<file path="src/rtl/rgbtf_pkg.sv">
// ----------------------------------------------------------------------------
// rgbtf_pkg
// Shared types and constants of the 3x3 RGB template filter.
// ----------------------------------------------------------------------------
package rgbtf_pkg;

  localparam int MAX_LINE_PIXELS = 2048;
  localparam int MAX_LINES       = 4096;

  localparam int PIX_W   = 24;
  localparam int COL_W   = $clog2(MAX_LINE_PIXELS);
  localparam int ROW_W   = $clog2(MAX_LINES);
  localparam int WIDTH_W = 12;
  localparam int HEIGHT_W = 13;
  localparam int MODE_W  = 2;
  localparam int PEND_W  = 12;
  localparam int CFG_IDX_W  = 2;
  localparam int CFG_DATA_W = 13;

  // register indexes
  localparam logic [CFG_IDX_W-1:0] REG_WIDTH  = 2'd0;
  localparam logic [CFG_IDX_W-1:0] REG_HEIGHT = 2'd1;
  localparam logic [CFG_IDX_W-1:0] REG_MODE   = 2'd2;

  // reset values of the registers
  localparam logic [WIDTH_W-1:0]  WIDTH_RESET  = 12'd640;
  localparam logic [HEIGHT_W-1:0] HEIGHT_RESET = 13'd480;

  // kernel choice
  localparam logic [MODE_W-1:0] MODE_BOX     = 2'd0;
  localparam logic [MODE_W-1:0] MODE_GAUSS   = 2'd1;
  localparam logic [MODE_W-1:0] MODE_SHARPEN = 2'd2;

  // item kinds
  localparam logic KIND_PIXEL = 1'b0;
  localparam logic KIND_FLUSH = 1'b1;

  // floor(x / 9) = (x * RECIP9) >> RECIP9_SHIFT for x below 2296
  localparam int RECIP9_W     = 13;
  localparam logic [RECIP9_W-1:0] RECIP9 = 13'd7282;
  localparam int RECIP9_SHIFT = 16;
  // product of a 12-bit box sum and the reciprocal
  localparam int RECIP9_PROD_W = 12 + RECIP9_W;

  // output queue
  localparam int FIFO_DEPTH = 8;
  localparam int FIFO_PTR_W = $clog2(FIFO_DEPTH);
  localparam int FIFO_CNT_W = FIFO_PTR_W + 1;

  typedef struct packed {
    logic       item_kind;
    logic [7:0] in_blue;
    logic [7:0] in_green;
    logic [7:0] in_red;
  } in_item_t;

  typedef struct packed {
    logic [7:0] out_blue;
    logic [7:0] out_green;
    logic [7:0] out_red;
    logic       frame_end;
  } out_item_t;

  // what travels with a column through the window and kernel
  typedef struct packed {
    logic emit;
    logic inner;
    logic frame_end;
  } tag_t;

  // column request from the sequencer to the line store
  typedef struct packed {
    logic             valid;
    logic             write;
    logic [COL_W-1:0] addr;
    logic [PIX_W-1:0] pix;
    tag_t             tag;
  } col_req_t;

endpackage

</file>
<file path="src/rtl/rgbtf_kernel.sv">
// ----------------------------------------------------------------------------
// rgbtf_kernel
// Per-channel 3x3 sums, then box / gaussian / sharpen selection.
// ----------------------------------------------------------------------------
module rgbtf_kernel (
  input  logic                                 clk,
  input  logic                                 rst,
  input  logic [8:0][rgbtf_pkg::PIX_W-1:0]     win,
  input  rgbtf_pkg::tag_t                      tag,
  input  logic [rgbtf_pkg::MODE_W-1:0]         mode,
  output logic                                 res_valid,
  output rgbtf_pkg::out_item_t                 res
);

  logic [2:0][11:0] box_sum_c, gauss_sum_c;
  logic [2:0][10:0] nb_sum_c;
  logic [2:0][7:0]  center_c;

  logic [2:0][11:0] box_sum, gauss_sum;
  logic [2:0][10:0] nb_sum;
  logic [2:0][7:0]  center;
  rgbtf_pkg::tag_t  a_tag;

  logic [2:0][7:0]  chan;

  // stage a: sums of the window taps
  always_comb begin
    logic [7:0] v [9];
    for (int ch = 0; ch < 3; ch++) begin
      for (int i = 0; i < 9; i++) begin
        v[i] = win[i][ch*8 +: 8];
      end
      box_sum_c[ch] = {4'b0, v[0]} + {4'b0, v[1]} + {4'b0, v[2]} +
                      {4'b0, v[3]} + {4'b0, v[4]} + {4'b0, v[5]} +
                      {4'b0, v[6]} + {4'b0, v[7]} + {4'b0, v[8]};
      gauss_sum_c[ch] = {4'b0, v[0]} + {3'b0, v[1], 1'b0} + {4'b0, v[2]} +
                        {3'b0, v[3], 1'b0} + {2'b0, v[4], 2'b0} +
                        {3'b0, v[5], 1'b0} + {4'b0, v[6]} +
                        {3'b0, v[7], 1'b0} + {4'b0, v[8]};
      nb_sum_c[ch] = {3'b0, v[0]} + {3'b0, v[1]} + {3'b0, v[2]} +
                     {3'b0, v[3]} + {3'b0, v[5]} + {3'b0, v[6]} +
                     {3'b0, v[7]} + {3'b0, v[8]};
      center_c[ch] = v[4];
    end
  end

  always_ff @(posedge clk) begin
    box_sum   <= box_sum_c;
    gauss_sum <= gauss_sum_c;
    nb_sum    <= nb_sum_c;
    center    <= center_c;
  end

  always_ff @(posedge clk) begin
    if (rst) begin
      a_tag <= '0;
    end else begin
      a_tag <= tag;
    end
  end

  // stage b: divide, shift or take the magnitude, then pick
  always_comb begin
    logic [11:0] box_w;
    logic [rgbtf_pkg::RECIP9_PROD_W-1:0] prod;
    logic [11:0] c9;
    logic [11:0] mag;
    logic [7:0]  sharp;
    for (int ch = 0; ch < 3; ch++) begin
      box_w = box_sum[ch];
      prod  = {{rgbtf_pkg::RECIP9_W{1'b0}}, box_w} *
              {12'b0, rgbtf_pkg::RECIP9};
      c9    = {1'b0, center[ch], 3'b0} + {4'b0, center[ch]};
      if (c9 >= {1'b0, nb_sum[ch]}) begin
        mag = c9 - {1'b0, nb_sum[ch]};
      end else begin
        mag = {1'b0, nb_sum[ch]} - c9;
      end
      sharp = (mag > 12'd255) ? 8'd255 : mag[7:0];
      if (!a_tag.inner) begin
        chan[ch] = center[ch];
      end else begin
        case (mode)
          rgbtf_pkg::MODE_BOX:     chan[ch] = prod[rgbtf_pkg::RECIP9_SHIFT +: 8];
          rgbtf_pkg::MODE_GAUSS:   chan[ch] = gauss_sum[ch][11:4];
          rgbtf_pkg::MODE_SHARPEN: chan[ch] = sharp;
          default:                 chan[ch] = center[ch];
        endcase
      end
    end
  end

  assign res_valid     = a_tag.emit;
  assign res.out_blue  = chan[0];
  assign res.out_green = chan[1];
  assign res.out_red   = chan[2];
  assign res.frame_end = a_tag.frame_end;

endmodule

</file>
<file path="config.mk">
export PLATFORM = sky130hd
export DESIGN_NAME = rgbtf_kernel
export DESIGN_NICKNAME = d
export VERILOG_FILES = /design/src/rtl/rgbtf_pkg.sv /design/src/rtl/rgbtf_kernel.sv
export SDC_FILE = /design/constraint.sdc
export NUM_CORES = 2
export LEC_CHECK = 0
export BUFFER_PORTS_ARGS = -buffer_cell sky130_fd_sc_hd__clkbuf_2
export CORE_AREA = 5 5 178 265
export DETAILED_ROUTE_END_ITERATION = 7
export DIE_AREA = 0 0 183 270
export PLACE_DENSITY = 0.76
export SLEW_MARGIN = 5
export SYNTH_ARGS = -nofsm -noshare
export SYNTH_HDL_FRONTEND = slang
export SYNTH_SLANG_ARGS = --single-unit
</file>
<file path="constraint.sdc">
create_clock -name clk -period 7.2 [get_ports clk]
set_input_delay 1.08 -clock clk [delete_from_list [all_inputs] [get_ports clk]]
set_output_delay 1.08 -clock clk [all_outputs]
set_load 0.03 [all_outputs]
</file>
==> flow_summary.json <==
{
  "critPathArrivalTime_ns": 5.82,
  "viasPerCell": 5.37,
  "route.detailed.drc": 0,
  "syn_area_sq_um": 26300,
  "max_freq_ghz": 0.145,
  "clockBufferDepth": 2,
  "cts_tree": "done",
  "dp.cells": 3454,
  "period_needed_ns": 6.90,
  "fill_cells": 3618,
  "die_w_um": 183,
  "fin_setup_tns_ns": 0,
  "ys_ff_latch": 120,
  "ys_types": 79,
  "dr.pass1.iters": 5,
  "grt_pass1_vias": 21731,
  "max_cap_viol_count": 0,
  "hold_buffers": 0,
  "antenna_cells": 0,
  "htreeDepth": 4,
  "clock-root-buffer": "clkbuf_16",
  "async_flop_share_pct": 0,
  "grt_usage_pct": 26.4,
  "routedWlPerCell_um": 18.0,
  "wirelength_um": 62800,
  "grt_pass1_wl_um": 104000,
  "ant_nets": 0,
  "hpwl_um": 57600,
  "rsz0062_at_grt": "no",
  "seq_area_frac_synth_pct": 9.12,
  "finalSetupViolCount": 0,
  "worstMarginPinSlew_ns": 1.06,
  "finalCritPeriodShare_pct": 95.9,
  "start_util_pct": 59.1,
  "syn_nets": 3802,
  "numCtsBuffers": 17,
  "drv_slew": 0,
  "grt_remaining_overflow": 0,
  "crit_type": "flip-flop to primary output",
  "worst-path-max-fanout": 3,
  "status": "finished, final reports clean",
  "numPortBuffers": 248,
  "min-delay-start": "win[103]",
  "areaGrowthSynthToFinish_pct": 9.20,
  "gp_congestion": 0.931,
  "required_ns": 6.12,
  "first_iter_violations": 745,
  "io_pins": 249,
  "rows": 95,
  "instances_no_fill": 3487,
  "start_kind": "flip-flop",
  "dieArea_sq_um": 49400,
  "drive_above_1_share_pct": 10.7,
  "synthCells": 2658,
  "finalHoldViolCount": 0,
  "antenna_found_initial": 0,
  "maxSlewHeadroom_pct": 28.9,
  "hold_end": "center[7]",
  "cts.sinks": 120,
  "final_nets": 4036,
  "whs_path_depth": 1,
  "fp.dieH_um": 270,
  "final_common_cell": "inv_1",
  "synth_edf_count": 0,
  "grt_max_degree": 35,
  "avgSynthCellArea_sq_um": 9.91,
  "num_vias": 18727,
  "min_path_type": "primary input to flip-flop",
  "endpoint_kind": "primary output",
  "synth_ff_type": "dfxtp_1",
  "clkSlewWorstSetupHoldPaths_ns": 0.06,
  "ys_warn_count": 0,
  "core_area_sq_um": 44600,
  "final_cell_mix": "inv_1, fa_1, ha_1"
}
==> final cells by class <==
cell class	count	area, sq um	share of cell area, %
Clock buffer	19	453	1.58
Clock inverter	13	145	0.505
Inverter	774	2910	10.1
Sequential cell	120	2400	8.36
Tap cell	582	728	2.53
Multi-Input combinational cell	1729	20900	72.6
Timing Repair Buffer	250	1260	4.37
==> worst max-delay path, stage by stage (launching register included) <==
cell      delay [ns]
dfxtp_1         0.33
inv_1           0.09
fa_1            0.54
inv_1           0.04
ha_1            0.30
inv_1           0.06
fa_1            0.57
inv_1           0.08
fa_1            0.50
inv_1           0.05
fa_1            0.47
inv_1           0.04
ha_1            0.25
o21ai_0         0.10
a211oi_1        0.28
a311oi_2        0.11
o221a_2         0.37
nor2b_1         0.11
nor2_1          0.07
nor2b_1         0.11
nor3_1          0.05
o311ai_0        0.52
clkbuf_2        0.32
==> routing by layer <==
metal / share of wire, % / global-route usage, % / wire length (um) / vias up
met3: 3.8 / 3.64 / 2400 / 193
met5: 0 / 0 / 0 / -
li1: - / - / - / 8727
met1: 33 / 26.8 / 20800 / 9321
met2: 58 / 51.7 / 36100 / 486
met4: 5.5 / 13.0 / 3460 / 0
==> how the worst max path moves through the flow <==
stage,startpoint,endpoint,slack (ns),cells past startpoint
6_report,box_sum[13],res[14],0.30,22
5_1_grt,box_sum[13],res[15],0.05,22
4_1_cts,box_sum[13],res[16],0.21,22
3_5_place_dp,box_sum[13],res[16],0.71,22
3_3_place_gp,box_sum[13],res[16],0.81,22
2_1_floorplan,box_sum[13],res[14],0.85,21
==> stage by stage <==
stage	utilization, %	instance area (sq um)	setup WS (ns)	hold WS (ns)
final	64.5	28800	0.296	0.802
after global routing	64.5	28800	0.0473	0.800
after CTS	64.5	28700	0.210	0.785
after detailed placement	63.1	28100	0.711	1.26
after global placement	63.1	28100	0.806	1.25
after floorplan	-	26300	0.849	1.11
==> registers in the layout, summed over array words and instances (netlist names) <==
name,count
box_sum,36
nb_sum,33
center,24
gauss_sum,24
a_tag,1
res,1
res_valid,1
==> synthesized netlist by cell type, types with 11 or more instances <==
cell type / n / area [sq um]
inv_1: 774 / 2910
fa_1: 534 / 10700
xnor2_1: 98 / 858
ha_1: 387 / 4840
dfxtp_1: 120 / 2400
nor2b_1: 21 / 131
xor2_1: 36 / 315
buf_2: 11 / 55.1
nand2b_1: 21 / 131
o21a_1: 21 / 158
nand2_1: 56 / 210
o21ai_0: 90 / 450
a21o_1: 43 / 323
nand3_1: 22 / 110
clkbuf_1: 19 / 71.3
nor3_1: 19 / 95.1
a21oi_1: 121 / 606
mux2i_1: 20 / 200
nor2_1: 63 / 236
o21bai_1: 21 / 158
==> cells by family after synthesis <==
family,count (synthesis),synth area share [%]
XOR/XNOR,134,4.46
adder cells (fa/ha/maj),921,59.0
AND/OR/NAND/NOR,247,4.79
multiplexers,25,0.988
flip-flops,120,9.12
AO/OA/AOI/OAI,402,9.97
buffers and inverters,809,11.7
==> what timing repair did <==
item	CTS	global route
endpoints found under the setup margin	0	3
gates resized for setup	0	3
setup buffers	0	1
hold endpoints to repair	0	0
Power is not shown: default switching activity piles up to over one toggle a cycle in this logic, so the estimate is an artifact.
