## src/rtl/rgbtf_pkg.sv

```systemverilog
// ----------------------------------------------------------------------------
// rgbtf_pkg
// Shared types and constants of the 3x3 RGB template filter.
// ----------------------------------------------------------------------------
package rgbtf_pkg;

  localparam int MAX_LINE_PIXELS = 2048;
  localparam int MAX_LINES       = 4096;

  localparam int PIX_W   = 24;
  localparam int COL_W   = $clog2(MAX_LINE_PIXELS);
  localparam int ROW_W   = $clog2(MAX_LINES);
  localparam int WIDTH_W = 12;
  localparam int HEIGHT_W = 13;
  localparam int MODE_W  = 2;
  localparam int PEND_W  = 12;
  localparam int CFG_IDX_W  = 2;
  localparam int CFG_DATA_W = 13;

  // register indexes
  localparam logic [CFG_IDX_W-1:0] REG_WIDTH  = 2'd0;
  localparam logic [CFG_IDX_W-1:0] REG_HEIGHT = 2'd1;
  localparam logic [CFG_IDX_W-1:0] REG_MODE   = 2'd2;

  // reset values of the registers
  localparam logic [WIDTH_W-1:0]  WIDTH_RESET  = 12'd640;
  localparam logic [HEIGHT_W-1:0] HEIGHT_RESET = 13'd480;

  // kernel choice
  localparam logic [MODE_W-1:0] MODE_BOX     = 2'd0;
  localparam logic [MODE_W-1:0] MODE_GAUSS   = 2'd1;
  localparam logic [MODE_W-1:0] MODE_SHARPEN = 2'd2;

  // item kinds
  localparam logic KIND_PIXEL = 1'b0;
  localparam logic KIND_FLUSH = 1'b1;

  // floor(x / 9) = (x * RECIP9) >> RECIP9_SHIFT for x below 2296
  localparam int RECIP9_W     = 13;
  localparam logic [RECIP9_W-1:0] RECIP9 = 13'd7282;
  localparam int RECIP9_SHIFT = 16;
  // product of a 12-bit box sum and the reciprocal
  localparam int RECIP9_PROD_W = 12 + RECIP9_W;

  // output queue
  localparam int FIFO_DEPTH = 8;
  localparam int FIFO_PTR_W = $clog2(FIFO_DEPTH);
  localparam int FIFO_CNT_W = FIFO_PTR_W + 1;

  typedef struct packed {
    logic       item_kind;
    logic [7:0] in_blue;
    logic [7:0] in_green;
    logic [7:0] in_red;
  } in_item_t;

  typedef struct packed {
    logic [7:0] out_blue;
    logic [7:0] out_green;
    logic [7:0] out_red;
    logic       frame_end;
  } out_item_t;

  // what travels with a column through the window and kernel
  typedef struct packed {
    logic emit;
    logic inner;
    logic frame_end;
  } tag_t;

  // column request from the sequencer to the line store
  typedef struct packed {
    logic             valid;
    logic             write;
    logic [COL_W-1:0] addr;
    logic [PIX_W-1:0] pix;
    tag_t             tag;
  } col_req_t;

endpackage

```

## src/rtl/rgbtf_out_fifo.sv

```systemverilog
// ----------------------------------------------------------------------------
// rgbtf_out_fifo
// Small result queue that decouples the kernel from the output handshake.
// ----------------------------------------------------------------------------
module rgbtf_out_fifo (
  input  logic                  clk,
  input  logic                  rst,
  input  logic                  push,
  input  rgbtf_pkg::out_item_t  push_data,
  output logic                  out_valid,
  input  logic                  out_ready,
  output rgbtf_pkg::out_item_t  out_data
);

  rgbtf_pkg::out_item_t            entries [rgbtf_pkg::FIFO_DEPTH];
  logic [rgbtf_pkg::FIFO_PTR_W-1:0] wr_ptr;
  logic [rgbtf_pkg::FIFO_PTR_W-1:0] rd_ptr;
  logic [rgbtf_pkg::FIFO_CNT_W-1:0] count;
  logic                             pop;

  assign out_valid = (count != '0);
  assign out_data  = entries[rd_ptr];
  assign pop       = out_valid & out_ready;

  always_ff @(posedge clk) begin
    if (push) begin
      entries[wr_ptr] <= push_data;
    end
  end

  always_ff @(posedge clk) begin
    if (rst) begin
      wr_ptr <= '0;
      rd_ptr <= '0;
      count  <= '0;
    end else begin
      if (push) begin
        wr_ptr <= wr_ptr + 1'b1;
      end
      if (pop) begin
        rd_ptr <= rd_ptr + 1'b1;
      end
      case ({push, pop})
        2'b10:   count <= count + 1'b1;
        2'b01:   count <= count - 1'b1;
        default: count <= count;
      endcase
    end
  end

endmodule

```

## config.mk

```make
export PLATFORM = sky130hd
export DESIGN_NAME = rgbtf_out_fifo
export DESIGN_NICKNAME = d
export VERILOG_FILES = /design/src/rtl/rgbtf_pkg.sv /design/src/rtl/rgbtf_out_fifo.sv
export SDC_FILE = /design/constraint.sdc
export NUM_CORES = 1
export LEC_CHECK = 0
export ABC_AREA = 0
export BUFFER_PORTS_ARGS = -buffer_cell sky130_fd_sc_hd__buf_2
export CAP_MARGIN = 40
export CORE_MARGIN = 3
export CORE_UTILIZATION = 50
export CTS_BUF_LIST = sky130_fd_sc_hd__clkbuf_4 sky130_fd_sc_hd__clkbuf_8 sky130_fd_sc_hd__clkbuf_16
export DETAILED_ROUTE_END_ITERATION = 10
export GPL_ROUTABILITY_DRIVEN = 0
export PLACE_DENSITY_LB_ADDON = 0.3
export SYNTH_ARGS = -nofsm -noshare
export SYNTH_HDL_FRONTEND = slang
export SYNTH_SLANG_ARGS = --single-unit
```

## constraint.sdc

```tcl
create_clock -name clk -period 7.2 [get_ports clk]
set_clock_uncertainty 0.1 [all_clocks]
set_input_delay 0.72 -clock clk [delete_from_list [all_inputs] [get_ports clk]]
set_output_delay 0.72 -clock clk [all_outputs]
set_load 0.02 [all_outputs]
```

==> report_table.html, run 1 <==
<table>
<tr><th>Metric</th><th>Value</th></tr>
<tr><th colspan="2">Outcome</th></tr>
<tr><td>Status</td><td>complete, no violations</td></tr>
<tr><th colspan="2">Global routing</th></tr>
<tr><td>Maximum number of pins on one net before global-route repair</td><td>39</td></tr>
<tr><td>Global-route wire length before repair</td><td>between 20000 and 25000 um</td></tr>
<tr><td>GRT overflow</td><td>0</td></tr>
<tr><td>Combined global-route utilization of all metal layers</td><td>~17%</td></tr>
<tr><td>Initial antenna violation count</td><td>2</td></tr>
<tr><td>Number of global-route vias before repair</td><td>~4000</td></tr>
<tr><th colspan="2">Clock tree</th></tr>
<tr><td>Largest buffer count on any clock path</td><td>3</td></tr>
<tr><td>Cts-stage hold buffer count</td><td>0</td></tr>
<tr><td>TritonCTS clock tree</td><td>done</td></tr>
<tr><td>Number of levels in the clock H-tree</td><td>1</td></tr>
<tr><td>Number of sinks handled by clock tree synthesis</td><td>213</td></tr>
<tr><td>Number of buffers inserted to repair setup after CTS</td><td>0</td></tr>
<tr><td>Clock root buffer master</td><td>sky130_fd_sc_hd__clkbuf_16</td></tr>
<tr><td>TritonCTS buffer count</td><td>22</td></tr>
<tr><td>Clock transition at the registers of the reported paths</td><td>0.06 ns</td></tr>
<tr><td>Worst-Skew Late Latency</td><td>0.50 ns</td></tr>
<tr><td>Post-CTS Resized</td><td>0</td></tr>
<tr><th colspan="2">STA</th></tr>
<tr><td>Total count of hold-check failures in the final report</td><td>0</td></tr>
<tr><td>Slew Viols, Final</td><td>0</td></tr>
<tr><td>Min Hold Slack</td><td>0.3825 ns</td></tr>
<tr><td>Final setup fails</td><td>0</td></tr>
<tr><td>Time the final worst path needs with I/O delays and setup</td><td>around 3.6 ns</td></tr>
<tr><td>Max-slew headroom at the worst pin</td><td>57.26%</td></tr>
<tr><td>FMAX</td><td>274.7 MHz</td></tr>
<tr><td>Unrepaired setup endpoints after global routing</td><td>no</td></tr>
<tr><td>Measured slew at the worst slew-check pin</td><td>0.6411 ns</td></tr>
<tr><td>Fin crit share</td><td>50.56%</td></tr>
<tr><td>TNS Setup</td><td>0 ns</td></tr>
<tr><th colspan="2">Hold path</th></tr>
<tr><td>Hold/Removal Path Class</td><td>in2reg</td></tr>
<tr><td>Start point of the worst hold path</td><td>push_data[0]</td></tr>
<tr><th colspan="2">Yosys</th></tr>
<tr><td>Top cell type by total area after synthesis</td><td>sky130_fd_sc_hd__edfxtp_1</td></tr>
<tr><td>Share of flip-flops with an asynchronous set or reset</td><td>0%</td></tr>
<tr><td>Primary flip-flop cell chosen by synthesis mapping</td><td>sky130_fd_sc_hd__edfxtp_1</td></tr>
<tr><td>Leading cell types by total area after synthesis</td><td>sky130_fd_sc_hd__edfxtp_1, sky130_fd_sc_hd__mux4_1, sky130_fd_sc_hd__mux2_2, sky130_fd_sc_hd__dfxtp_1, sky130_fd_sc_hd__buf_6</td></tr>
<tr><td>Post-synth EDFFs</td><td>200</td></tr>
<tr><td>Part of the Yosys area used for sequential elements</td><td>75.15%</td></tr>
<tr><td>Fraction of post-synthesis cell area in the top cell type by area</td><td>between 70% and 80%</td></tr>
<tr><td>Top cells by instance count after synthesis</td><td>sky130_fd_sc_hd__edfxtp_1, sky130_fd_sc_hd__mux4_1, sky130_fd_sc_hd__mux2_2</td></tr>
<tr><td>Post-Synthesis Cells</td><td>362</td></tr>
<tr><td>Most used standard cell by instance count after synthesis</td><td>sky130_fd_sc_hd__edfxtp_1</td></tr>
<tr><td>Mapped Nets</td><td>396</td></tr>
<tr><td>Combined area of all synthesized cells</td><td>around 0.0083 mm2</td></tr>
<tr><td>Seq cells post-synth</td><td>about 210</td></tr>
<tr><td>Synth warn</td><td>0</td></tr>
<tr><td>Number of distinct library cells after synthesis</td><td>26</td></tr>
<tr><td>Avg Synthesized Cell Area</td><td>23.03 um2</td></tr>
<tr><th colspan="2">Final layout</th></tr>
<tr><td>Fraction of layout instances using a drive strength above 1</td><td>between 30% and 40%</td></tr>
<tr><td>Final cell area excluding filler cells</td><td>0.009646 mm2</td></tr>
<tr><td>Area occupied by registers</td><td>0.006269 mm2</td></tr>
<tr><td>Synthesis-to-layout area growth</td><td>15.68%</td></tr>
<tr><td>Area of the multi-input gates</td><td>0.001979 mm2</td></tr>
<tr><td>Final layout net count</td><td>468</td></tr>
<tr><td>Number of antenna cells inserted</td><td>0</td></tr>
<tr><td>Filler cell count</td><td>1153</td></tr>
<tr><th colspan="2">Drt</th></tr>
<tr><td>Routed wire per std cell</td><td>22.24 um</td></tr>
<tr><td>Initial detailed-routing violation count</td><td>263</td></tr>
<tr><td>Number of detailed-route iterations in the first pass</td><td>4</td></tr>
<tr><td>Final ANT Viol Nets</td><td>0</td></tr>
<tr><td>Total wire length after detailed routing</td><td>14790 um</td></tr>
<tr><td>Total number of vias</td><td>around 3800</td></tr>
<tr><td>Remaining DRCs</td><td>0</td></tr>
<tr><td>Via density per instance</td><td>5.677</td></tr>
<tr><th colspan="2">Setup path</th></tr>
<tr><td>CP Max Fanout</td><td>38</td></tr>
<tr><td>Data arrival time of the critical path</td><td>2.82 ns</td></tr>
<tr><td>Kind of launch point of the worst setup path</td><td>flip-flop</td></tr>
<tr><td>Worst endpoint required time</td><td>6.38 ns</td></tr>
<tr><td>Launch point of the worst reg-to-reg path</td><td>count[1]</td></tr>
<tr><td>Critical Path End Type</td><td>output port</td></tr>
<tr><td>Setup CP Type</td><td>reg2out</td></tr>
<tr><th colspan="2">Floorplanning</th></tr>
<tr><td>Number of primary I/O pins</td><td>55</td></tr>
<tr><td>Area of the core</td><td>0.01612 mm2</td></tr>
<tr><td>Vertical extent of the die</td><td>135.1 um</td></tr>
<tr><td>DIE WIDTH</td><td>roughly 140 um</td></tr>
<tr><td>Total Die Area</td><td>~0.018 mm2</td></tr>
<tr><td>Initial cell density of the core</td><td>between 50% and 60%</td></tr>
<tr><td>Site row count</td><td>46</td></tr>
<tr><th colspan="2">Flow run</th></tr>
<tr><td>Max-cap check violation count</td><td>0</td></tr>
<tr><th colspan="2">Power</th></tr>
<tr><td>Power density normalized to cell area</td><td>324.8 mW/mm2</td></tr>
<tr><td>Static power due to leakage</td><td>3.252 nW</td></tr>
<tr><td>Peak VDD IR</td><td>194.7 uV</td></tr>
<tr><th colspan="2">Placement</th></tr>
<tr><td>Number of buffer cells added on primary ports</td><td>54</td></tr>
<tr><td>Half-perimeter wire length after placement</td><td>8103 um</td></tr>
<tr><td>Area post-placement</td><td>0.008891 mm2</td></tr>
</table>
## registers in the layout, indices dropped and copies added, names as in the netlist, named ones only
register  count
wr_ptr        3
entries     200
count         4
rd_ptr        3
## per-stage QoR
step	worst slack (ns)	instances	utilization, %	power, mW
after global routing	3.470	665	59.85	3.259
final	3.560	665	59.85	3.133
after CTS	3.509	665	59.85	3.170
after detailed placement	4.055	626	55.17	2.011
after global placement	4.099	625	55.05	1.995
after floorplan	4.110	362	-	1.882
## final timing paths
check        slack (ns)            end  depth (start not counted)
min                0.38  entries[6][0]                          1
max                3.56    out_data[3]                          4
max reg2reg        4.54       count[3]                          8
min reg2reg        0.40      flip-flop                          2
## critical path, cell delays in order (launching register included)
cell,delay (ns)
sky130_fd_sc_hd__dfxtp_2,0.56
sky130_fd_sc_hd__buf_4,0.61
sky130_fd_sc_hd__mux4_1,0.65
sky130_fd_sc_hd__mux2_2,0.31
sky130_fd_sc_hd__buf_2,0.17
## final cells by class
cell class / count / area share, %
Sequential cell: 213 / 64.99
Multi-Input combinational cell: 130 / 20.52
Clock buffer: 23 / 5.785
Timing Repair Buffer: 65 / 3.788
Tap cell: 216 / 2.802
Clock inverter: 16 / 2.037
Inverter: 2 / 0.07783
## kinds of logic after synthesis
group | share of synthesized area, %
DFF | 75.15
muxes | 19.64
and+or+nand+nor | 1.861
buffers and inverters | 1.411
xor gates and xnor gates | 0.7353
AOI/OAI and AO/OA | 0.4501
adders and majority gates | 0.7503
## per-layer routing
layer | wire (um) | track usage (%) | up-vias
met1 | 6240 | 21.76 | 1969
li1 | - | - | 1693
met3 | 759 | 3.826 | 25
met4 | 299 | 4.815 | 4
met5 | 21 | 0 | -
met2 | 7466 | 28.21 | 84
## cell usage in the layout, fill, tap and decap left out, types with 2 or more instances in the layout
cell                          n
sky130_fd_sc_hd__edfxtp_1   200
sky130_fd_sc_hd__buf_2       54
sky130_fd_sc_hd__mux4_1      50
sky130_fd_sc_hd__mux2_2      27
sky130_fd_sc_hd__clkbuf_16   22
sky130_fd_sc_hd__dfxtp_1     11
sky130_fd_sc_hd__buf_4       10
sky130_fd_sc_hd__nor2_1       9
sky130_fd_sc_hd__clkinv_1     7
sky130_fd_sc_hd__xor2_1       6
sky130_fd_sc_hd__nand2_1      6
sky130_fd_sc_hd__nor2_2       6
sky130_fd_sc_hd__ha_1         5
sky130_fd_sc_hd__bufinv_16    4
sky130_fd_sc_hd__nand2b_1     3
sky130_fd_sc_hd__a21oi_1      3
sky130_fd_sc_hd__inv_1        2
sky130_fd_sc_hd__nor3_2       2
sky130_fd_sc_hd__mux2i_1      2
sky130_fd_sc_hd__nand3_1      2
sky130_fd_sc_hd__dfxtp_2      2
sky130_fd_sc_hd__clkinv_8     2
sky130_fd_sc_hd__clkinv_2     2
## power by group
group / leakage (nW) / switching, mW / internal, mW
clock network: 0.365 / 0.446 / 0.708
logic: 0.963 / 0.268 / 0.266
registers: 1.92 / 0.0430 / 1.40
total: 3.25 / 0.757 / 2.38
Power figures use the tool's default switching activity.
==> inputs of run 2 (changes only) <==
clock period = 3.3 ns   (was 7.2 ns; I/O delays follow)
==> report_table.html, run 2 (same netlist as run 1, synthesis figures left out) <==
<table>
<tr><th>Metric</th><th>Value</th></tr>
<tr><th colspan="2">Setup path</th></tr>
<tr><td>Number of cells on the worst reg-to-reg path</td><td>8</td></tr>
<tr><td>Launch point of the worst reg-to-reg path</td><td>count[1]</td></tr>
<tr><td>RR Endpoint</td><td>count[3]</td></tr>
<tr><td>Register-to-register path setup slack</td><td>0.63 ns</td></tr>
<tr><td>Critical path's slowest cell</td><td>sky130_fd_sc_hd__mux4_1</td></tr>
<tr><td>Worst endpoint required time</td><td>2.87 ns</td></tr>
<tr><td>CP Max Fanout</td><td>40</td></tr>
<tr><td>Data arrival time of the critical path</td><td>2.44 ns</td></tr>
<tr><td>Kind of launch point of the worst setup path</td><td>flip-flop</td></tr>
<tr><td>Crit-path max cell delay</td><td>0.59 ns</td></tr>
<tr><td>Setup CP Type</td><td>reg2out</td></tr>
<tr><td>Cells along the critical path</td><td>buf_12 -&gt; mux4_1 -&gt; mux2_2 -&gt; buf_2</td></tr>
<tr><td>End point of the critical path</td><td>out_data[19]</td></tr>
<tr><td>Critical Path End Type</td><td>output port</td></tr>
<tr><th colspan="2">Power</th></tr>
<tr><td>Power density normalized to cell area</td><td>672.5 mW/mm2</td></tr>
<tr><td>Static power due to leakage</td><td>3.231 nW</td></tr>
<tr><td>Final Power</td><td>6.427 mW</td></tr>
<tr><td>Peak VDD IR</td><td>452.9 uV</td></tr>
<tr><th colspan="2">Global routing</th></tr>
<tr><td>Number of global-route vias before repair</td><td>a little under 4000</td></tr>
<tr><td>Combined global-route utilization of all metal layers</td><td>15.86%</td></tr>
<tr><td>GRT overflow</td><td>0</td></tr>
<tr><td>Global-route wire length before repair</td><td>21880 um</td></tr>
<tr><td>Initial antenna violation count</td><td>0</td></tr>
<tr><td>Maximum number of pins on one net before global-route repair</td><td>41</td></tr>
<tr><th colspan="2">Placement</th></tr>
<tr><td>Half-perimeter wire length after placement</td><td>8075 um</td></tr>
<tr><td>Number of buffer cells added on primary ports</td><td>54</td></tr>
<tr><td>Number of cells in the design after placement</td><td>632</td></tr>
<tr><th colspan="2">Drt</th></tr>
<tr><td>Total wire length after detailed routing</td><td>14110 um</td></tr>
<tr><td>Total number of vias</td><td>3761</td></tr>
<tr><td>Remaining DRCs</td><td>0</td></tr>
<tr><td>Number of detailed-route iterations in the first pass</td><td>4</td></tr>
<tr><td>Routed wire per std cell</td><td>21.09 um</td></tr>
<tr><td>Via density per instance</td><td>5.622</td></tr>
<tr><td>Final ANT Viol Nets</td><td>0</td></tr>
<tr><td>Initial detailed-routing violation count</td><td>about 280</td></tr>
<tr><th colspan="2">Clock tree</th></tr>
<tr><td>Worst-Skew Late Latency</td><td>0.48 ns</td></tr>
<tr><td>TritonCTS buffer count</td><td>21</td></tr>
<tr><td>TritonCTS clock tree</td><td>done</td></tr>
<tr><td>Post-CTS Resized</td><td>0</td></tr>
<tr><td>Clock transition at the registers of the reported paths</td><td>0.06 ns</td></tr>
<tr><td>Number of sinks handled by clock tree synthesis</td><td>~210</td></tr>
<tr><td>Number of levels in the clock H-tree</td><td>1</td></tr>
<tr><td>Largest buffer count on any clock path</td><td>3</td></tr>
<tr><td>Number of buffers inserted to repair setup after CTS</td><td>0</td></tr>
<tr><td>Clock root buffer master</td><td>sky130_fd_sc_hd__clkbuf_16</td></tr>
<tr><th colspan="2">Final layout</th></tr>
<tr><td>Final instance count without filler cells</td><td>669</td></tr>
<tr><td>Number of flip-flops in the largest register</td><td>200</td></tr>
<tr><td>Area of the multi-input gates</td><td>0.001979 mm2</td></tr>
<tr><td>Most frequent cells in the layout</td><td>sky130_fd_sc_hd__edfxtp_1, sky130_fd_sc_hd__buf_2, sky130_fd_sc_hd__mux4_1</td></tr>
<tr><td>Biggest regs</td><td>entries x200, count x4</td></tr>
<tr><td>Area occupied by registers</td><td>0.006269 mm2</td></tr>
<tr><td>Final layout net count</td><td>between 400 and 500</td></tr>
<tr><td>Filler cell count</td><td>around 1200</td></tr>
<tr><td>Synthesis-to-layout area growth</td><td>14.63%</td></tr>
<tr><td>Fraction of layout instances using a drive strength above 1</td><td>30.75%</td></tr>
<tr><td>Commonest non-fill, non-tap cell in the layout</td><td>sky130_fd_sc_hd__edfxtp_1</td></tr>
<tr><td>Top register by number of flip-flops</td><td>entries</td></tr>
<tr><th colspan="2">STA</th></tr>
<tr><td>FMAX</td><td>348.0 MHz</td></tr>
<tr><td>TNS Setup</td><td>0 ns</td></tr>
<tr><td>Max-slew headroom at the worst pin</td><td>68.84%</td></tr>
<tr><td>Measured slew at the worst slew-check pin</td><td>0.4674 ns</td></tr>
<tr><td>Time the final worst path needs with I/O delays and setup</td><td>roughly 2.9 ns</td></tr>
<tr><td>Total count of hold-check failures in the final report</td><td>0</td></tr>
<tr><td>Fin crit share</td><td>87.07%</td></tr>
<tr><td>Unrepaired setup endpoints after global routing</td><td>no</td></tr>
<tr><td>Slew Viols, Final</td><td>0</td></tr>
<tr><td>Final setup fails</td><td>0</td></tr>
<tr><th colspan="2">Floorplanning</th></tr>
<tr><td>Area of the core</td><td>between 0.015 and 0.02 mm2</td></tr>
<tr><td>Number of primary I/O pins</td><td>55</td></tr>
<tr><td>Initial cell density of the core</td><td>51.74%</td></tr>
<tr><td>Site row count</td><td>46</td></tr>
<tr><td>Total Die Area</td><td>between 0.015 and 0.02 mm2</td></tr>
<tr><td>Vertical extent of the die</td><td>about 140 um</td></tr>
<tr><td>DIE WIDTH</td><td>135.1 um</td></tr>
<tr><th colspan="2">Flow run</th></tr>
<tr><td>Max-cap check violation count</td><td>0</td></tr>
<tr><th colspan="2">Hold path</th></tr>
<tr><td>Hold/Removal Path Class</td><td>in2reg</td></tr>
<tr><th colspan="2">Outcome</th></tr>
<tr><td>Status</td><td>complete, no violations</td></tr>
</table>
## run 2: metal layers
metal	global-route usage [%]	wire, um
met5	0	0
met4	4.031	289
met3	2.897	586
met1	22.26	6130
met2	26.22	7105
## run 2: layout make-up
class	instances	area share [%]
sequential	213	65.58
multi-input combinational	130	20.71
clock buffer	29	6.126
timing repair buffer	72	4.398
tap	216	2.828
clock inverter	6	0.2487
inverter	2	0.07854
antenna	1	0.02618
## run 2: how the worst min path moves through the flow
| stage | startpoint | end | slack, ns | depth (start not counted) |
|---|---|---|---|---|
| after floorplan | push_data[0] | entries[0][0] | 0.33 | 0 |
| after global placement | rd_ptr[1] | flip-flop | 0.37 | 2 |
| after detailed placement | rd_ptr[1] | flip-flop | 0.38 | 2 |
| after CTS | push_data[11] | entries[2][11] | 0.003 | 1 |
| after global routing | push_data[22] | entries[1][22] | 0.02 | 1 |
| final | push_data[22] | entries[1][22] | 0.02 | 1 |
## run 2: worst max-delay path, delay by kind of cell (launching register included)
kind / cells / cell delay [ns]
flops: 1 / 0.55
mux: 2 / 0.89
buf+inv: 2 / 0.48
## run 2: report_power, final
group / internal, mW / switching, mW
Sequential: 3.06 / 0.0883
Clock: 1.23 / 0.870
Combinational: 0.592 / 0.587
Total: 4.88 / 1.55
## run 2: timing repair
action / in CTS / in global routing
endpoints found under the setup margin: 0 / 0
hold endpoints to repair: 1 / 0
hold buffers: 1 / 0
## run 2: per-stage QoR
step / cell area (um2) / setup slack [ns] / util [%] / hold WS [ns]
floorplan: 8338 / 0.5296 / - / 0.3289
global placement: 8936 / 0.7862 / 55.45 / 0.3681
detailed placement: 8936 / 0.6334 / 55.45 / 0.3788
CTS: 9555 / 0.3748 / 59.29 / 0.002915
global route: 9555 / 0.3378 / 59.29 / 0.01594
finish: 9558 / 0.4266 / 59.31 / 0.01960
==> inputs of run 3 (changes only) <==
PLACE_DENSITY = 0.7   (was unset)
PLACE_DENSITY_LB_ADDON = unset   (was 0.3)
==> report_table.html, run 3 (same netlist as run 1, synthesis figures left out) <==
<table>
<tr><th>Metric</th><th>Value</th></tr>
<tr><th colspan="2">Floorplanning</th></tr>
<tr><td>Vertical extent of the die</td><td>135.1 um</td></tr>
<tr><td>Total Die Area</td><td>0.01826 mm2</td></tr>
<tr><td>Initial cell density of the core</td><td>51.74%</td></tr>
<tr><td>Area of the core</td><td>around 0.016 mm2</td></tr>
<tr><td>Number of primary I/O pins</td><td>55</td></tr>
<tr><td>DIE WIDTH</td><td>~140 um</td></tr>
<tr><td>Site row count</td><td>46</td></tr>
<tr><th colspan="2">Final layout</th></tr>
<tr><td>Area occupied by registers</td><td>around 0.0063 mm2</td></tr>
<tr><td>Commonest non-fill, non-tap cell in the layout</td><td>sky130_fd_sc_hd__edfxtp_1</td></tr>
<tr><td>Top register by number of flip-flops</td><td>entries</td></tr>
<tr><td>Final cell area excluding filler cells</td><td>slightly below 0.01 mm2</td></tr>
<tr><td>Fraction of layout instances using a drive strength above 1</td><td>30.15%</td></tr>
<tr><td>Most frequent cells in the layout</td><td>sky130_fd_sc_hd__edfxtp_1, sky130_fd_sc_hd__buf_2, sky130_fd_sc_hd__mux4_1</td></tr>
<tr><td>Area of the multi-input gates</td><td>about 0.0020 mm2</td></tr>
<tr><td>Number of flip-flops in the largest register</td><td>200</td></tr>
<tr><td>Number of antenna cells inserted</td><td>0</td></tr>
<tr><td>Final instance count without filler cells</td><td>677</td></tr>
<tr><td>Filler cell count</td><td>roughly 1200</td></tr>
<tr><td>Utilization after layout</td><td>60.26%</td></tr>
<tr><td>Biggest regs</td><td>entries x200, count x4</td></tr>
<tr><td>Synthesis-to-layout area growth</td><td>16.48%</td></tr>
<tr><td>Final layout net count</td><td>480</td></tr>
<tr><th colspan="2">Setup path</th></tr>
<tr><td>Worst endpoint required time</td><td>2.87 ns</td></tr>
<tr><td>Data arrival time of the critical path</td><td>2.56 ns</td></tr>
<tr><td>Critical path buffers and inverters</td><td>2</td></tr>
<tr><td>CP Max Fanout</td><td>28</td></tr>
<tr><td>Kind of launch point of the worst setup path</td><td>flip-flop</td></tr>
<tr><td>Crit-path max cell delay</td><td>0.71 ns</td></tr>
<tr><td>Cells along the critical path</td><td>buf_12 -&gt; mux4_1 -&gt; mux2_2 -&gt; buf_2</td></tr>
<tr><td>Critical Path End Type</td><td>output port</td></tr>
<tr><td>Critical path's slowest cell</td><td>sky130_fd_sc_hd__dfxtp_2</td></tr>
<tr><td>Family with the most delay on the worst path</td><td>multiplexers</td></tr>
<tr><td>Setup CP Type</td><td>reg2out</td></tr>
<tr><th colspan="2">Global routing</th></tr>
<tr><td>GRT overflow</td><td>0</td></tr>
<tr><td>Combined global-route utilization of all metal layers</td><td>between 10% and 20%</td></tr>
<tr><td>Maximum number of pins on one net before global-route repair</td><td>29</td></tr>
<tr><td>Number of global-route vias before repair</td><td>4001</td></tr>
<tr><td>Initial antenna violation count</td><td>1</td></tr>
<tr><td>Global-route wire length before repair</td><td>between 20000 and 25000 um</td></tr>
<tr><th colspan="2">Power</th></tr>
<tr><td>Static power due to leakage</td><td>3.288 nW</td></tr>
<tr><td>Clock power share</td><td>around 34%</td></tr>
<tr><td>Net switching power figure</td><td>1.622 mW</td></tr>
<tr><td>Final Power</td><td>about 6.6 mW</td></tr>
<tr><td>Power density normalized to cell area</td><td>680.8 mW/mm2</td></tr>
<tr><td>Internal power</td><td>4.990 mW</td></tr>
<tr><td>Share of power burned in registers</td><td>a little under half</td></tr>
<tr><td>Peak VDD IR</td><td>around 470 uV</td></tr>
<tr><td>Switching part of the total power</td><td>24.52%</td></tr>
<tr><td>Combinational power share</td><td>18.0%</td></tr>
<tr><th colspan="2">STA</th></tr>
<tr><td>Min Hold Slack</td><td>0.01299 ns</td></tr>
<tr><td>Time the final worst path needs with I/O delays and setup</td><td>2.989 ns</td></tr>
<tr><td>Max-slew headroom at the worst pin</td><td>46.31%</td></tr>
<tr><td>Final setup fails</td><td>0</td></tr>
<tr><td>Fin crit share</td><td>90.57%</td></tr>
<tr><td>Smallest setup slack after layout</td><td>0.3113 ns</td></tr>
<tr><td>FMAX</td><td>334.6 MHz</td></tr>
<tr><td>TNS Setup</td><td>0 ns</td></tr>
<tr><td>Slew Viols, Final</td><td>0</td></tr>
<tr><td>Total count of hold-check failures in the final report</td><td>0</td></tr>
<tr><td>Measured slew at the worst slew-check pin</td><td>about 0.8 ns</td></tr>
<tr><td>Unrepaired setup endpoints after global routing</td><td>no</td></tr>
<tr><th colspan="2">Placement</th></tr>
<tr><td>Worst slack after detailed placement</td><td>0.5831 ns</td></tr>
<tr><td>Number of buffer cells added on primary ports</td><td>54</td></tr>
<tr><td>Number of cells in the design after placement</td><td>628</td></tr>
<tr><td>Half-perimeter wire length after placement</td><td>between 8000 and 9000 um</td></tr>
<tr><td>Area post-placement</td><td>0.008944 mm2</td></tr>
<tr><th colspan="2">Clock tree</th></tr>
<tr><td>TritonCTS buffer count</td><td>22</td></tr>
<tr><td>Clock root buffer master</td><td>sky130_fd_sc_hd__clkbuf_16</td></tr>
<tr><td>Worst-Skew Late Latency</td><td>approximately 0.5 ns</td></tr>
<tr><td>Number of sinks handled by clock tree synthesis</td><td>213</td></tr>
<tr><td>Number of levels in the clock H-tree</td><td>1</td></tr>
<tr><td>Clock transition at the registers of the reported paths</td><td>0.06 ns</td></tr>
<tr><td>Largest buffer count on any clock path</td><td>3</td></tr>
<tr><td>TritonCTS clock tree</td><td>done</td></tr>
<tr><th colspan="2">Outcome</th></tr>
<tr><td>Status</td><td>complete, no violations</td></tr>
<tr><th colspan="2">Drt</th></tr>
<tr><td>Remaining DRCs</td><td>0</td></tr>
<tr><td>Total wire length after detailed routing</td><td>14920 um</td></tr>
<tr><td>Total number of vias</td><td>3814</td></tr>
<tr><td>Number of detailed-route iterations in the first pass</td><td>4</td></tr>
<tr><td>Initial detailed-routing violation count</td><td>about 220</td></tr>
<tr><td>Final ANT Viol Nets</td><td>0</td></tr>
<tr><td>Via density per instance</td><td>approximately 5.6</td></tr>
<tr><td>Routed wire per std cell</td><td>22.03 um</td></tr>
<tr><th colspan="2">Hold path</th></tr>
<tr><td>Hold/Removal Path Class</td><td>in2reg</td></tr>
<tr><th colspan="2">Flow run</th></tr>
<tr><td>Max-cap check violation count</td><td>0</td></tr>
</table>
-- run 3: routing by layer --
layer / track usage [%] / part of all wire (%) / vias up / wire, um
met1: 21.66 / 42 / 1995 / 6304
li1: - / - / 1720 / -
met2: 28.93 / 52 / 71 / 7738
met4: 4.143 / 2.0 / 2 / 305
met5: 0 / 0.054 / - / 8
met3: 3.418 / 3.8 / 26 / 560
-- run 3: path summary, 6_finish.rpt --
kind                                     from  depth (start not counted)  slack [ns]        endpoint
worst max-delay path                flip-flop                          4        0.31    out_data[16]
worst min-delay path            push_data[11]                          1        0.01  entries[7][11]
worst max register to register       count[1]                          8        0.58        count[3]
worst min register to register      rd_ptr[1]                          2        0.38       flip-flop
-- run 3: area by class of cell --
type	count	area share [%]
flip-flops and latches	213	64.55
multi-input cells	130	20.38
clock buffers	29	6.390
repair buffers	77	5.334
well taps	216	2.783
clock inverters	10	0.4896
inverters	2	0.07730
-- run 3: power by group through the flow --
stage	Combinational, mW	Sequential, mW	Clock, mW
after global routing	1.29	3.19	2.42
after detailed placement	1.20	3.23	0
after CTS	1.21	3.18	2.30
after global placement	1.16	3.22	0
final	1.19	3.18	2.25
after floorplan	0.953	3.15	0
-- run 3: what timing repair did --
item                                    4_1_cts  5_1_grt
endpoints found under the hold margin        78        0
buffers inserted                              0        0
endpoints found under the setup margin        0        0
gates resized for setup                       0        0
hold buffers                                 10        0
